`config.mk`:
```
export PLATFORM = sky130hd
export DESIGN_NAME = staged_heater_phase_controller_unit
export DESIGN_NICKNAME = d
export VERILOG_FILES = /design/src/rtl/shpc_pkg.sv /design/src/rtl/staged_heater_phase_controller_unit.sv
export VERILOG_INCLUDE_DIRS = /design/src /design/src/rtl
export SDC_FILE = /design/constraint.sdc
export NUM_CORES = 1
export LEC_CHECK = 0
export ABC_AREA = 1
export BUFFER_PORTS_ARGS = -buffer_cell sky130_fd_sc_hd__buf_2
export CORE_MARGIN = 2
export CORE_UTILIZATION = 41
export DETAILED_ROUTE_END_ITERATION = 10
export HOLD_SLACK_MARGIN = 0.15
export PLACE_DENSITY_LB_ADDON = 0.12
export REMOVE_ABC_BUFFERS = 1
export SYNTH_ARGS = -nofsm -noshare
export SYNTH_HDL_FRONTEND = slang
export SYNTH_SLANG_ARGS = --single-unit
```
`constraint.sdc`:
```
create_clock -name clk -period 8.32 [get_ports clk]
set_clock_uncertainty 0.2 [all_clocks]
set_input_delay 1.664 -clock clk [delete_from_list [all_inputs] [get_ports clk]]
set_output_delay 1.664 -clock clk [all_outputs]
set_load 0.02 [all_outputs]
```
`src/rtl/assert_macros.svh`:
```
// Assertion macros shared by the RTL of the heater phase controller.
// Defining ASSERT_OFF removes every checker from the build.
`ifndef ASSERT_MACROS_SVH
`define ASSERT_MACROS_SVH

`ifndef ASSERT_OFF

// Concurrent property sampled on the rising clock, ignored while reset is high.
`define ASSERT_CLK(label, clock, reset, prop) \
  label: assert property (@(posedge clock) disable iff (reset) (prop)) \
    else $error("assertion failed");

// Concurrent property that also holds during reset.
`define ASSERT_ALWAYS(label, clock, prop) \
  label: assert property (@(posedge clock) (prop)) \
    else $error("assertion failed");

`else

`define ASSERT_CLK(label, clock, reset, prop)
`define ASSERT_ALWAYS(label, clock, prop)

`endif

`endif

```
`src/rtl/shpc_pkg.sv`:
```
// Types, codes and helper functions of the staged heater phase controller.
// No dependencies.
package shpc_pkg;

  typedef enum logic [2:0] {
    STAGE_IDLE  = 3'd0,
    STAGE_ONE   = 3'd1,
    STAGE_TWO   = 3'd2,
    STAGE_THREE = 3'd3,
    STAGE_DONE  = 3'd4
  } stage_t;

  typedef enum logic [1:0] {
    CH_NONE = 2'd0,
    CH_ONE  = 2'd1,
    CH_TWO  = 2'd2
  } channel_t;

  typedef enum logic [2:0] {
    REG_STAGE_ONE_LIMIT   = 3'd0,
    REG_STAGE_TWO_LIMIT   = 3'd1,
    REG_STAGE_THREE_LIMIT = 3'd2,
    REG_STAGE_TWO_START   = 3'd3,
    REG_STAGE_THREE_START = 3'd4,
    REG_FINISH_TIME       = 3'd5,
    REG_HALF_CYCLES       = 3'd6
  } reg_index_t;

  localparam int TEMP_W    = 8;
  localparam int DELAY_W   = 18;
  localparam int POWER_W   = 7;
  localparam int SEC_W     = 12;
  localparam int COUNT_W   = 7;
  localparam int CFG_IDX_W = 3;
  localparam int CFG_W     = 12;
  localparam int IN_W      = 8;
  localparam int OUT_W     = 48;

  localparam logic [SEC_W-1:0]   SEC_WRAP         = 12'd3600;
  localparam logic [TEMP_W-1:0]  RST_STAGE1_LIMIT = 8'd50;
  localparam logic [TEMP_W-1:0]  RST_STAGE2_LIMIT = 8'd30;
  localparam logic [TEMP_W-1:0]  RST_STAGE3_LIMIT = 8'd78;
  localparam logic [SEC_W-1:0]   RST_STAGE2_START = 12'd300;
  localparam logic [SEC_W-1:0]   RST_STAGE3_START = 12'd600;
  localparam logic [SEC_W-1:0]   RST_FINISH_TIME  = 12'd900;
  localparam logic [COUNT_W-1:0] RST_HALF_CYCLES  = 7'd100;
  localparam logic [COUNT_W-1:0] RST_CROSSINGS    = 7'd99;
  localparam logic [TEMP_W-1:0]  RST_ACTIVE_LIMIT = 8'd78;

  // Result fields; the last member sits in the lowest bits.
  typedef struct packed {
    logic                 sampled;
    logic [SEC_W-1:0]     elapsed_seconds;
    logic [POWER_W-1:0]   power_percent;
    stage_t               process_stage;
    logic [DELAY_W-1:0]   fire_delay_cycles;
    channel_t             fire_channel;
  } result_t;

  typedef struct packed {
    logic               valid;
    logic [DELAY_W-1:0] cycles;
  } delay_t;

  // Firing delay for the held power; levels outside the table do not fire.
  function automatic delay_t delay_for_power(input logic [POWER_W-1:0] p);
    delay_t d;
    d.valid  = 1'b1;
    d.cycles = '0;
    unique case (p)
      7'd100:  d.cycles = 18'd0;
      7'd90:   d.cycles = 18'd36800;
      7'd80:   d.cycles = 18'd52800;
      7'd70:   d.cycles = 18'd65600;
      7'd60:   d.cycles = 18'd73600;
      7'd50:   d.cycles = 18'd86400;
      default: d.valid  = 1'b0;
    endcase
    return d;
  endfunction

  // Power in 5-degree bands below the limit.
  function automatic logic [POWER_W-1:0] band_power(input logic [TEMP_W-1:0] temp,
                                                    input logic [TEMP_W-1:0] lim);
    logic [TEMP_W-1:0]  diff;
    logic [POWER_W-1:0] p;
    diff = lim - temp;
    priority if (lim < 8'd25)   p = 7'd0;
    else if (temp > lim)        p = 7'd0;
    else if (diff < 8'd5)       p = 7'd50;
    else if (diff < 8'd10)      p = 7'd60;
    else if (diff < 8'd15)      p = 7'd70;
    else if (diff < 8'd20)      p = 7'd80;
    else if (diff < 8'd25)      p = 7'd90;
    else                        p = 7'd100;
    return p;
  endfunction

endpackage

```
`src/rtl/staged_heater_phase_controller_unit.sv`:
```
// Top level of the staged heater phase controller: stage sequencing, power bands
// and firing decision per mains zero crossing. Depends on shpc_pkg and assert_macros.svh.
// A result is registered and is on the master side in the cycle after its input transaction.
// Throughput: one crossing per cycle; the single output register holds a result
// while the next crossing is taken whenever that register is emptied in the same cycle.
// Reset (rst, synchronous): all registers but the result register return to their defaults, stage 0, power 0.
`include "assert_macros.svh"

module staged_heater_phase_controller_unit (
  input  logic                          clk,
  input  logic                          rst,
  input  logic                          cfg_we,
  input  logic [shpc_pkg::CFG_IDX_W-1:0] cfg_index,
  input  logic [shpc_pkg::CFG_W-1:0]     cfg_data,
  input  logic                          s_axis_tvalid,
  output logic                          s_axis_tready,
  input  logic [shpc_pkg::IN_W-1:0]      s_axis_tdata,  // [7:0] heater_temp
  output logic                          m_axis_tvalid,
  input  logic                          m_axis_tready,
  // [1:0] fire_channel, [19:2] fire_delay_cycles, [22:20] process_stage,
  // [29:23] power_percent, [41:30] elapsed_seconds, [42] sampled, [47:43] zero
  output logic [shpc_pkg::OUT_W-1:0]     m_axis_tdata
);
  import shpc_pkg::*;

  logic [TEMP_W-1:0]  stage_one_limit;
  logic [TEMP_W-1:0]  stage_two_limit;
  logic [TEMP_W-1:0]  stage_three_limit;
  logic [SEC_W-1:0]   stage_two_start;
  logic [SEC_W-1:0]   stage_three_start;
  logic [SEC_W-1:0]   finish_time;
  logic [COUNT_W-1:0] half_cycles;

  stage_t             stage_reg, stage_reg_next;
  logic [POWER_W-1:0] power_reg, power_reg_next;
  logic [TEMP_W-1:0]  active_limit, active_limit_next;
  logic [COUNT_W-1:0] crossing_count, crossing_count_next;
  logic [SEC_W-1:0]   second_count, second_count_next;

  result_t            result, result_next;
  logic               out_valid;

  logic [TEMP_W-1:0]  temp;
  logic [COUNT_W-1:0] period;
  logic               update;
  delay_t             held_delay;
  channel_t           chan;
  logic               sampled;
  logic               accept;

  assign temp          = s_axis_tdata[TEMP_W-1:0];
  assign s_axis_tready = !out_valid || m_axis_tready;
  assign accept        = s_axis_tvalid && s_axis_tready;
  assign m_axis_tvalid = out_valid;
  assign m_axis_tdata  = {{(OUT_W - $bits(result_t)){1'b0}}, result};

  // Configuration registers.
  always_ff @(posedge clk) begin
    if (rst) begin
      stage_one_limit   <= RST_STAGE1_LIMIT;
      stage_two_limit   <= RST_STAGE2_LIMIT;
      stage_three_limit <= RST_STAGE3_LIMIT;
      stage_two_start   <= RST_STAGE2_START;
      stage_three_start <= RST_STAGE3_START;
      finish_time       <= RST_FINISH_TIME;
      half_cycles       <= RST_HALF_CYCLES;
    end else if (cfg_we) begin
      unique case (reg_index_t'(cfg_index))
        REG_STAGE_ONE_LIMIT:   stage_one_limit   <= cfg_data[TEMP_W-1:0];
        REG_STAGE_TWO_LIMIT:   stage_two_limit   <= cfg_data[TEMP_W-1:0];
        REG_STAGE_THREE_LIMIT: stage_three_limit <= cfg_data[TEMP_W-1:0];
        REG_STAGE_TWO_START:   stage_two_start   <= cfg_data[SEC_W-1:0];
        REG_STAGE_THREE_START: stage_three_start <= cfg_data[SEC_W-1:0];
        REG_FINISH_TIME:       finish_time       <= cfg_data[SEC_W-1:0];
        REG_HALF_CYCLES:       half_cycles       <= cfg_data[COUNT_W-1:0];
        default: ;
      endcase
    end
  end

  // Firing decision uses the stage and power held before this crossing.
  always_comb begin
    held_delay = delay_for_power(power_reg);
    unique case (stage_reg)
      STAGE_ONE, STAGE_TWO: chan = CH_ONE;
      STAGE_THREE:          chan = CH_TWO;
      default:              chan = CH_NONE;
    endcase
    if (!held_delay.valid) begin
      chan = CH_NONE;
    end
  end

  // A zero period counts as one, so every crossing then updates.
  assign period = (half_cycles == '0) ? COUNT_W'(1) : half_cycles;
  assign update = crossing_count >= (period - COUNT_W'(1));

  always_comb begin
    stage_reg_next      = stage_reg;
    power_reg_next      = power_reg;
    active_limit_next   = active_limit;
    crossing_count_next = crossing_count + COUNT_W'(1);
    second_count_next   = second_count;
    sampled             = 1'b0;
    if (update) begin
      crossing_count_next = '0;
      second_count_next   = (second_count >= SEC_WRAP) ? '0 : second_count + SEC_W'(1);
      if (stage_reg != STAGE_DONE) begin
        if (stage_reg == STAGE_IDLE) begin
          active_limit_next = stage_one_limit;
          stage_reg_next    = STAGE_ONE;
        end
        priority if (second_count_next == stage_two_start) begin
          active_limit_next = stage_two_limit;
          stage_reg_next    = STAGE_TWO;
        end else if (second_count_next == stage_three_start) begin
          active_limit_next = stage_three_limit;
          stage_reg_next    = STAGE_THREE;
        end else if (second_count_next == finish_time) begin
          stage_reg_next = STAGE_DONE;
        end else begin
        end
        if (stage_reg_next != STAGE_DONE) begin
          power_reg_next = band_power(temp, active_limit_next);
          sampled        = 1'b1;
        end
      end
    end
  end

  always_comb begin
    result_next.fire_channel      = chan;
    result_next.fire_delay_cycles = (chan == CH_NONE) ? '0 : held_delay.cycles;
    result_next.process_stage     = stage_reg_next;
    result_next.power_percent     = power_reg_next;
    result_next.elapsed_seconds   = second_count_next;
    result_next.sampled           = sampled;
  end

  always_ff @(posedge clk) begin
    if (rst) begin
      stage_reg      <= STAGE_IDLE;
      power_reg      <= '0;
      active_limit   <= RST_ACTIVE_LIMIT;
      crossing_count <= RST_CROSSINGS;
      second_count   <= '0;
      out_valid      <= 1'b0;
    end else begin
      if (accept) begin
        stage_reg      <= stage_reg_next;
        power_reg      <= power_reg_next;
        active_limit   <= active_limit_next;
        crossing_count <= crossing_count_next;
        second_count   <= second_count_next;
        out_valid      <= 1'b1;
      end else if (m_axis_tready) begin
        out_valid <= 1'b0;
      end
    end
  end

  always_ff @(posedge clk) begin
    if (accept) begin
      result <= result_next;
    end
  end

  `ASSERT_CLK(a_no_fire_no_delay, clk, rst, (out_valid && result.fire_channel == CH_NONE) |-> (result.fire_delay_cycles == '0))
  `ASSERT_CLK(a_sampled_stage, clk, rst, (out_valid && result.sampled) |-> (result.process_stage == STAGE_ONE || result.process_stage == STAGE_TWO || result.process_stage == STAGE_THREE))
  `ASSERT_CLK(a_seconds_range, clk, rst, second_count <= SEC_WRAP)
  `ASSERT_CLK(a_done_terminal, clk, rst, (stage_reg == STAGE_DONE) |=> (stage_reg == STAGE_DONE))
  `ASSERT_CLK(a_accept_fills_output, clk, rst, accept |=> out_valid)

endmodule
```
==> results.sh, run 1 <==
export IMPL_outcome="completed"
export IMPL_criticalPathCategory="flip-flop to flip-flop"
export IMPL_drt_iter0_drc=523
export IMPL_met3_usage_pct=3.51
export IMPL_rsz0062_at_grt="no"
export IMPL_synth_top_area_cell="dfxtp_1"
export IMPL_post_cts_setup_buffers=0
export IMPL_worstHoldPathCells=2
export IMPL_hpwlAfterDp_um=14600
export IMPL_reg2reg_setup_slack_ns=3.31
export IMPL_swShare_pct=38.6
export IMPL_synth_top_area_share_pct=27.1
export IMPL_r2r_end="m_axis_tdata[24]"
export IMPL_drc=0
export IMPL_layout_commonest_cell="nand2_1"
export IMPL_gr_total_overflow=0
export IMPL_cts_buffer_depth=2
export IMPL_num_vias=6785
export IMPL_finalSetupViolCount=0
export IMPL_reg2regPathDepth=31
export IMPL_antenna_cells=0
export IMPL_holdPathEnd="stage_one_limit[0]"
export IMPL_cts_inserted_buffers=17
export IMPL_hold_path_class="flip-flop to flip-flop"
export IMPL_hold_viol_final=0
export IMPL_slowest_delay_ns=0.53
export IMPL_largest_reg_flops=32
export IMPL_postCtsHoldBufs=0
export IMPL_synth_flop_cell="dfxtp_1"
export IMPL_top_usage_layer="met1"
export IMPL_crit_top_cell="nand2_1"
export IMPL_nets=1178
export IMPL_crit_required_ns=8.30
export IMPL_seq_area_frac_synth_pct=39.5
export IMPL_max_freq_ghz=0.200
export IMPL_synth_area_leaders="dfxtp_1 (27%), edfxtp_1 (12%), nand2_1 (12%), inv_1 (6.9%), o21ai_0 (5.4%)"
export IMPL_most_common_layout_cells="nand2_1 (254), inv_1 (141), nor2_1 (109), dfxtp_1 (105), o21ai_0 (83)"
export IMPL_ant_nets=0
export IMPL_hp_start="stage_one_limit[0]"
export IMPL_clock_power_share_pct=31.6
export IMPL_worst_endpoint_arrival_ns=4.99
export IMPL_initial_utilization_pct=41.6
export IMPL_synth_cell_types=52
export IMPL_synth_edf_count=32
export IMPL_maxSlewViolCount=0
export IMPL_pwr_share_comb_pct=34.9
export IMPL_syn_inst=1076
export IMPL_cap_violations=0
export IMPL_grt_util_all_layers_pct=20.4
export IMPL_avgSynthCellArea_um2=7.22
export IMPL_pin_count=78
export IMPL_p_int_mw=1.52
export IMPL_total_power_mw=2.47
export IMPL_place_area_mm2=0.00817
export IMPL_tritoncts="done"
export IMPL_grt_max_degree=59
export IMPL_ir_worst_vdd_mv=0.155
export IMPL_startpoint_type="flip-flop"
export IMPL_core_area_mm2=0.0186
export IMPL_clkSinkCount=137
export IMPL_row_count=50
export IMPL_cpMaxStageDelayCell="nand2_2"
export IMPL_slew_headroom_pct=40.6
export IMPL_dieHeight_um=142
export IMPL_globalplace_congestion=0.886
export IMPL_io_buffers=64
export IMPL_firstDrtPassIters=5
export IMPL_cp_max_fo=38
export IMPL_ys_ff_latch=137
export IMPL_async_flop_share_pct=0
export IMPL_worst_slew_pin_slew_ns=0.887
export IMPL_grt_pass1_wl_um=31900
export IMPL_p_leak_nw=4.14
export IMPL_area_growth_pct=12.9
export IMPL_fillers=1930
export IMPL_yosys_warnings=0
export IMPL_cts_resized_gates=0
export IMPL_p_per_area_mw_per_mm2=281
export IMPL_setup_ws_ns=3.31
export IMPL_worst_setup_path_end_kind="flip-flop"
export IMPL_die_w_um=142
export IMPL_cts_htree_levels=4
export IMPL_vias_per_cell=4.93
export IMPL_grt_use_met2_pct=29.4
export IMPL_p_switching_mw=0.950
export IMPL_dp_slack_ns=3.37
export IMPL_avgRoutedWirePerCell_um=14.4
export IMPL_routed_wl_um=19800
export IMPL_finalSetupTns_ns=0
export IMPL_drive_above_1_share_pct=13.9
export IMPL_clk_latency_ns=0.42
export IMPL_clk_pin_slew_worst_paths_ns=0.06
export IMPL_fp_dieArea_mm2=0.0201
export IMPL_netlist_area_mm2=0.00776
export IMPL_min_period_ns=5.01
export IMPL_p_seq_share_pct=33.5
export IMPL_min_period_over_period_pct=60.2
export IMPL_cts_root_buffer_cell="clkbuf_16"
export IMPL_antenna_found_initial=0
export IMPL_first_global_vias=5990
export IMPL_stdcell_area_mm2=0.00877
export IMPL_worstReg2RegStart="second_count[10]"
export IMPL_met1_usage_pct=31.1
==> metal layers <==
metal	routed length (um)	part of all wire (%)
met1	10600	53
met2	8180	41
met3	805	4.1
met4	227	1.1
met5	0	0
==> critical path: cells and delay by family, from the launching register on <==
| kind | cells | cell delay, ns |
|---|---|---|
| AO/OA/AOI/OAI | 1 | 0.08 |
| XOR/XNOR | 1 | 0.14 |
| adder cells (fa/ha/maj) | 2 | 0.63 |
| flip-flops | 1 | 0.44 |
| AND/OR/NAND/NOR | 27 | 3.27 |
==> per-stage QoR <==
stage          util, %  cells  hold WS, ns
5_1_grt           47.0   1377        0.287
3_5_place_dp      43.8   1345        0.248
2_1_floorplan        -   1042        0.227
3_3_place_gp      43.8   1345        0.239
6_report          47.0   1377        0.258
4_1_cts           47.0   1377        0.256
==> cell type report <==
type,instances,area (um^2),area share [%]
flip-flops and latches,137,3060,34.9
well taps,234,293,3.34
inverters,150,564,6.44
multi-input cells,755,3890,44.3
clock inverters,15,175,2.00
repair buffers,69,358,4.08
clock buffers,17,425,4.85
==> logic make-up after synthesis <==
logic type      count (synthesis)  share of synthesized area, %
flops                         137                          39.5
buf+inv                       196                          11.1
simple gates                  518                          30.5
compound gates                180                          12.8
other cells                     1                        0.0483
xor+xnor                       24                          2.80
fa+ha+maj                      20                          3.32
==> power groups by stage <==
stage / combinational (mW) / sequential, mW / clock, mW
5_1_grt: 0.986 / 0.835 / 0.819
3_3_place_gp: 0.858 / 0.838 / 0
3_5_place_dp: 0.857 / 0.840 / 0
6_report: 0.860 / 0.826 / 0.780
4_1_cts: 0.861 / 0.825 / 0.791
2_1_floorplan: 0.602 / 0.868 / 0
==> worst max path at each step <==
stage,endpoint,cells past startpoint,from
after detailed placement,power_reg[4],32,second_count[10]
after floorplan,active_limit[4],10,m_axis_tready
after CTS,power_reg[1],33,second_count[10]
final,m_axis_tdata[24],31,second_count[10]
after global placement,m_axis_tdata[24],31,second_count[10]
after global routing,power_reg[1],33,second_count[10]
==> cell usage after synthesis (10+ instances only) <==
| cell | count |
|---|---|
| nand3_2 | 15 |
| nand3_1 | 68 |
| edfxtp_1 | 32 |
| buf_4 | 18 |
| o21ai_0 | 83 |
| nor2_1 | 109 |
| nand2_2 | 18 |
| a21oi_1 | 60 |
| inv_1 | 142 |
| nand4_1 | 19 |
| dfxtp_1 | 105 |
| nor3_1 | 10 |
| clkbuf_1 | 22 |
| nand2_1 | 254 |
| ha_1 | 19 |
| xor2_1 | 15 |
| o211ai_1 | 15 |
Power figures use the tool's default switching activity.
==> run 2, diff against run 1 <==
==> constraint.sdc (replaced) <==
create_clock -name clk -period 4 [get_ports clk]
set_clock_uncertainty 0.2 [all_clocks]
set_input_delay 0.8 -clock clk [delete_from_list [all_inputs] [get_ports clk]]
set_output_delay 0.8 -clock clk [all_outputs]
set_load 0.02 [all_outputs]
==> run 2 against run 1 <==
The run now ends with negative setup slack left. Register-to-register slack lost 3.4 ns. Hold slack worse by 0.011 ns. Highest routed layer unchanged. Critical endpoint is now m_axis_tdata[25]. Power is 150% higher.
==> results.sh, run 2 (synthesized netlist as in run 1, its figures left out) <==
export IMPL_outcome="complete, but fails checks"
export IMPL_vias_per_cell=4.92
export IMPL_antenna_cells=0
export IMPL_core_area_mm2=0.0186
export IMPL_clk_pin_slew_worst_paths_ns=0.06
export IMPL_p_leak_nw=4.91
export IMPL_grt_util_all_layers_pct=22.4
export IMPL_ant_nets=0
export IMPL_worstHoldPathCells=2
export IMPL_place_area_mm2=0.00890
export IMPL_stdcell_area_mm2=0.0105
export IMPL_swShare_pct=36.8
export IMPL_initial_utilization_pct=41.6
export IMPL_total_power_mw=6.07
export IMPL_globalplace_congestion=0.874
export IMPL_cts_inserted_buffers=17
export IMPL_p_seq_share_pct=28.3
export IMPL_startpoint_type="flip-flop"
export IMPL_most_common_layout_cells="nand2_1 (228), inv_1 (134), buf_4 (116), dfxtp_1 (96), nor2_1 (94)"
export IMPL_violations="negative setup slack"
export IMPL_p_int_mw=3.84
export IMPL_worst_endpoint_arrival_ns=4.10
export IMPL_drt_iter0_drc=480
export IMPL_area_growth_pct=34.7
export IMPL_fillers=1790
export IMPL_min_period_ns=4.12
export IMPL_r2r_end="m_axis_tdata[25]"
export IMPL_p_per_area_mw_per_mm2=581
export IMPL_avgRoutedWirePerCell_um=14.5
export IMPL_pin_count=78
export IMPL_worstReg2RegStart="second_count[3]"
export IMPL_row_count=50
export IMPL_hpwlAfterDp_um=15200
export IMPL_p_switching_mw=2.24
export IMPL_pwr_share_comb_pct=43.5
export IMPL_worst_slew_pin_slew_ns=0.680
export IMPL_cts_buffer_depth=2
export IMPL_grt_max_degree=58
export IMPL_first_global_vias=6757
export IMPL_clkSinkCount=137
export IMPL_holdPathEnd="stage_one_limit[6]"
export IMPL_tritoncts="done"
export IMPL_criticalPathCategory="flip-flop to flip-flop"
export IMPL_fp_dieArea_mm2=0.0201
export IMPL_worst_setup_path_end_kind="flip-flop"
export IMPL_reg2regPathDepth=30
export IMPL_cts_root_buffer_cell="clkbuf_16"
export IMPL_crit_required_ns=3.98
export IMPL_die_w_um=142
export IMPL_antenna_found_initial=0
export IMPL_max_freq_ghz=0.243
export IMPL_nets=1305
export IMPL_dieHeight_um=142
export IMPL_cpMaxStageDelayCell="dfxtp_2"
export IMPL_io_buffers=64
export IMPL_cp_max_fo=5
export IMPL_hold_path_class="flip-flop to flip-flop"
export IMPL_clk_latency_ns=0.42
export IMPL_ir_worst_vdd_mv=0.328
export IMPL_largest_reg_flops=32
export IMPL_grt_pass1_wl_um=35300
export IMPL_slowest_delay_ns=0.41
export IMPL_firstDrtPassIters=5
export IMPL_clock_power_share_pct=28.2
export IMPL_min_period_over_period_pct=103
export IMPL_hold_viol_final=0
export IMPL_drc=0
export IMPL_gr_total_overflow=0
export IMPL_reg2reg_setup_slack_ns=-0.12
export IMPL_hp_start="stage_one_limit[6]"
export IMPL_layout_commonest_cell="nand2_1"
export IMPL_slew_headroom_pct=54.7
export IMPL_cts_htree_levels=4
export IMPL_finalSetupViolCount=12
export IMPL_drive_above_1_share_pct=29.7
export IMPL_crit_top_cell="nand2_1"
export IMPL_rsz0062_at_grt="yes"
export IMPL_setup_ws_ns=-0.120
export IMPL_maxSlewViolCount=0
export IMPL_num_vias=7406
export IMPL_routed_wl_um=21800
export IMPL_cap_violations=0
## run 2: cell count changes in the layout (fill, tap and decap cells not counted), moves of 8 or more
cell / before / now
nand3_1: 68 / 55
buf_6: 0 / 9
nor2_2: 5 / 13
nand2_1: 254 / 228
ha_1: 19 / 11
buf_4: 5 / 116
dfxtp_1: 105 / 96
nand3_4: 1 / 9
nand2_2: 18 / 32
ha_4: 0 / 8
nand2_4: 4 / 14
nor2_1: 109 / 94
## run 2: layer usage
metal  vias to the layer above  global-route usage (%)  part of all wire (%)
li1                       3843                       -                     -
met1                      3340                    33.1                    50
met2                       195                    33.3                    43
met3                        28                    4.12                   4.7
met4                         0                    6.42                   1.5
met5                         -                       0                     0
## run 2: stage by stage
step,worst slack (ns),utilization (%),hold WS (ns),std cells,setup TNS [ns]
5_1_grt,-0.387,56.1,0.276,1504,-4.12
2_1_floorplan,-0.255,-,0.227,1042,-2.17
3_5_place_dp,-0.338,47.8,0.241,1435,-3.61
4_1_cts,-0.0379,54.3,0.250,1495,-0.0891
6_report,-0.120,56.1,0.247,1504,-0.750
3_3_place_gp,-0.321,47.8,0.232,1435,-3.04
## run 2: timing repair
action | 4_1_cts | 5_1_grt
pin swaps | 29 | 62
gates cloned | 2 | 0
resized for setup | 77 | 72
setup endpoints to repair | 12 | 14
endpoints found under the hold margin | 0 | 0
setup buffers | 26 | 12
hold buffers | 0 | 0
## run 2: layout make-up
| type | count | area, um^2 | area share [%] |
|---|---|---|---|
| inverters | 150 | 568 | 5.43 |
| well taps | 234 | 293 | 2.80 |
| clock inverters | 14 | 204 | 1.95 |
| flip-flops and latches | 137 | 3080 | 29.5 |
| clock buffers | 18 | 429 | 4.10 |
| repair buffers | 196 | 1450 | 13.8 |
| multi-input cells | 755 | 4430 | 42.4 |
## run 2: power by group through the flow
stage	Sequential (mW)	Clock [mW]	Combinational [mW]
global route	1.74	1.80	2.93
detailed placement	1.73	0	2.19
floorplan	1.81	0	1.25
global placement	1.72	0	2.19
CTS	1.71	1.73	2.42
finish	1.72	1.71	2.64
## run 2: worst max path at each step
stage                          startpoint               end  slack, ns  cells past startpoint
after floorplan           second_count[4]      power_reg[1]      -0.25                     30
after global placement    second_count[1]  m_axis_tdata[27]      -0.32                     29
after detailed placement  second_count[0]  m_axis_tdata[27]      -0.34                     29
after CTS                 second_count[1]  m_axis_tdata[27]      -0.04                     30
after global routing      second_count[0]  m_axis_tdata[27]      -0.39                     31
final                     second_count[3]  m_axis_tdata[25]      -0.12                     30
## run 2: critical path, delay by kind of cell, from the launching register on
kind,cells,cell delay (ns)
and+or+nand+nor,20,1.97
AOI/OAI and AO/OA,3,0.36
DFF,1,0.41
xor gates and xnor gates,1,0.18
buffers and inverters,5,0.51
adders and majority gates,1,0.25
==> run 3, diff against run 2 <==
--- a/config.mk
+++ b/config.mk
@@ -9,7 +9,7 @@
 export ABC_AREA = 1
 export BUFFER_PORTS_ARGS = -buffer_cell sky130_fd_sc_hd__buf_2
 export CORE_MARGIN = 2
-export CORE_UTILIZATION = 41
+export CORE_UTILIZATION = 45
 export DETAILED_ROUTE_END_ITERATION = 10
 export HOLD_SLACK_MARGIN = 0.15
 export PLACE_DENSITY_LB_ADDON = 0.12
==> run 3 against run 2 <==
The flow still finishes with violations (negative setup slack). Fmax grew 1.0%. Core utilization grew 3.5 points. Global-route usage grew 0.54 points. Final area shrank 2.7%. Power shrank 2.7%. Register-to-register slack gained 0.04 ns. Final cell count shrank 1.7%. Clock-buffer cell count shrank 1. Die area shrank 8.6%.
==> results.sh, run 3 (synthesized netlist as in run 1, its figures left out) <==
export IMPL_tritoncts="done"
export IMPL_r2r_end="m_axis_tdata[27]"
export IMPL_most_common_layout_cells="nand2_1 (228), inv_1 (138), buf_4 (102), dfxtp_1 (95), nor2_1 (92)"
export IMPL_worst_endpoint_arrival_ns=4.06
export IMPL_cap_violations=0
export IMPL_nets=1288
export IMPL_cts_root_buffer_cell="clkbuf_16"
export IMPL_avgRoutedWirePerCell_um=14.0
export IMPL_pin_count=78
export IMPL_grt_pass1_wl_um=32900
export IMPL_first_global_vias=6502
export IMPL_slew_headroom_pct=53.9
export IMPL_antenna_found_initial=0
export IMPL_routed_wl_um=20700
export IMPL_ir_worst_vdd_mv=0.321
export IMPL_ant_nets=0
export IMPL_setup_ws_ns=-0.0781
export IMPL_holdPathEnd="stage_one_limit[0]"
export IMPL_startpoint_type="flip-flop"
export IMPL_crit_top_cell="nand2_1"
export IMPL_p_per_area_mw_per_mm2=581
export IMPL_cts_inserted_buffers=17
export IMPL_violations="negative setup slack"
export IMPL_p_leak_nw=4.77
export IMPL_hold_viol_final=0
export IMPL_layout_commonest_cell="nand2_1"
export IMPL_maxUsedRoutingLayer="met4"
export IMPL_worst_slew_pin_slew_ns=0.689
export IMPL_fin_util_pct=59.6
export IMPL_swShare_pct=37.2
export IMPL_gr_total_overflow=0
export IMPL_io_buffers=64
export IMPL_finalSetupViolCount=8
export IMPL_crit_required_ns=3.98
export IMPL_antenna_cells=0
export IMPL_drc=0
export IMPL_fillers=1581
export IMPL_multi_input_area_mm2=0.00436
export IMPL_reg2reg_setup_slack_ns=-0.08
export IMPL_p_int_mw=3.71
export IMPL_grt_util_all_layers_pct=22.9
export IMPL_clk_latency_ns=0.43
export IMPL_place_inst=1424
export IMPL_cpMaxStageDelayCell="dfxtp_2"
export IMPL_row_count=48
export IMPL_fin_cells=1478
export IMPL_core_area_mm2=0.0171
export IMPL_slowest_delay_ns=0.37
export IMPL_wl_met2_um=9040
export IMPL_pwr_share_comb_pct=43.2
export IMPL_cts_buffer_depth=2
export IMPL_max_freq_ghz=0.245
export IMPL_num_vias=7341
export IMPL_clk_pin_slew_worst_paths_ns=0.06
export IMPL_worst_setup_path_end_kind="flip-flop"
export IMPL_postCtsHoldBufs=0
export IMPL_wl_met3_um=1040
export IMPL_worstReg2RegStart="second_count[6]"
export IMPL_seq_area_mm2=0.00308
export IMPL_initial_utilization_pct=45.5
export IMPL_area_growth_pct=31.0
export IMPL_met1Wirelength_um=10200
export IMPL_outcome="complete, but fails checks"
export IMPL_min_period_ns=4.08
export IMPL_grt_max_degree=30
export IMPL_worstHoldPathCells=2
export IMPL_reg2regPathDepth=30
export IMPL_p_seq_share_pct=29.0
export IMPL_criticalPathCategory="flip-flop to flip-flop"
export IMPL_rsz0062_at_grt="yes"
export IMPL_drt_iter0_drc=541
export IMPL_vias_per_cell=4.97
export IMPL_hp_start="stage_one_limit[0]"
export IMPL_cp_max_fo=6
export IMPL_clock_power_share_pct=27.8
export IMPL_hpwlAfterDp_um=14900
export IMPL_clkSinkCount=137
export IMPL_dieHeight_um=135
export IMPL_hold_path_class="flip-flop to flip-flop"
export IMPL_drive_above_1_share_pct=28.5
export IMPL_cts_htree_levels=4
export IMPL_die_w_um=135
export IMPL_globalplace_congestion=0.910
export IMPL_maxSlewViolCount=0
export IMPL_min_period_over_period_pct=102
export IMPL_largest_reg_flops=32
export IMPL_p_switching_mw=2.20
export IMPL_firstDrtPassIters=7
export IMPL_fp_dieArea_mm2=0.0183
run 3: cell types whose count changed in the layout (fill, tap and decap cells not counted), sizes merged:
| cell | previous run | this run |
|---|---|---|
| bufinv | 5 | 4 |
| buf | 196 | 178 |
| clkinvlp | 3 | 2 |
| inv | 147 | 146 |
| clkinv | 9 | 13 |
run 3: power groups by stage:
stage / registers (mW) / logic (mW) / clock network, mW
after detailed placement: 1.72 / 2.17 / 0
after global placement: 1.72 / 2.16 / 0
after CTS: 1.70 / 2.36 / 1.66
after global routing: 1.73 / 2.85 / 1.73
after floorplan: 1.81 / 1.25 / 0
final: 1.71 / 2.55 / 1.64
run 3: routing by layer:
| layer | up-vias | GRT usage [%] |
|---|---|---|
| met1 | 3341 | 33.6 |
| met5 | - | 0 |
| met2 | 178 | 33.6 |
| met3 | 30 | 4.26 |
| met4 | 0 | 8.39 |
| li1 | 3792 | - |
run 3: how the worst max path moves through the flow:
| stage | start | to | slack, ns | cells past startpoint |
|---|---|---|---|---|
| 2_1_floorplan | second_count[4] | power_reg[1] | -0.25 | 30 |
| 3_3_place_gp | second_count[0] | m_axis_tdata[26] | -0.29 | 29 |
| 3_5_place_dp | second_count[0] | m_axis_tdata[26] | -0.34 | 29 |
| 4_1_cts | second_count[1] | m_axis_tdata[24] | -0.06 | 31 |
| 5_1_grt | second_count[6] | power_reg[1] | -0.39 | 33 |
| 6_report | second_count[6] | m_axis_tdata[27] | -0.08 | 30 |
run 3: through the flow:
stage / setup WS, ns / TNS (ns) / total power [mW] / hold slack, ns / instance area, um^2
final: -0.0781 / -0.435 / 5.91 / 0.254 / 10200
after CTS: -0.0560 / -0.252 / 5.73 / 0.252 / 9790
after detailed placement: -0.344 / -3.57 / 3.90 / 0.243 / 8850
after floorplan: -0.255 / -2.17 / 3.06 / 0.227 / 7510
after global routing: -0.394 / -4.25 / 6.31 / 0.272 / 10200
after global placement: -0.289 / -3.04 / 3.88 / 0.236 / 8850
run 3: critical path, delay by kind of cell, from the launching register on:
| kind | cells | cell delay [ns] |
|---|---|---|
| AND/OR/NAND/NOR | 21 | 2.00 |
| buffers and inverters | 6 | 0.58 |
| AO/OA/AOI/OAI | 2 | 0.38 |
| flip-flops | 1 | 0.37 |
| adder cells (fa/ha/maj) | 1 | 0.30 |
run 3: final cells by class:
class / instances / share of cell area (%)
inverter: 150 / 5.56
clock inverter: 15 / 1.78
clock buffer: 17 / 4.18
timing repair buffer: 179 / 12.5
tap: 225 / 2.77
multi-input combinational: 755 / 42.9
sequential: 137 / 30.3
run 3: timing repair:
action	4_1_cts	5_1_grt
gates cloned	0	1
resized for setup	55	75
pin swaps	32	53
setup endpoints to repair	12	12
hold endpoints to repair	0	0
setup buffers	9	12
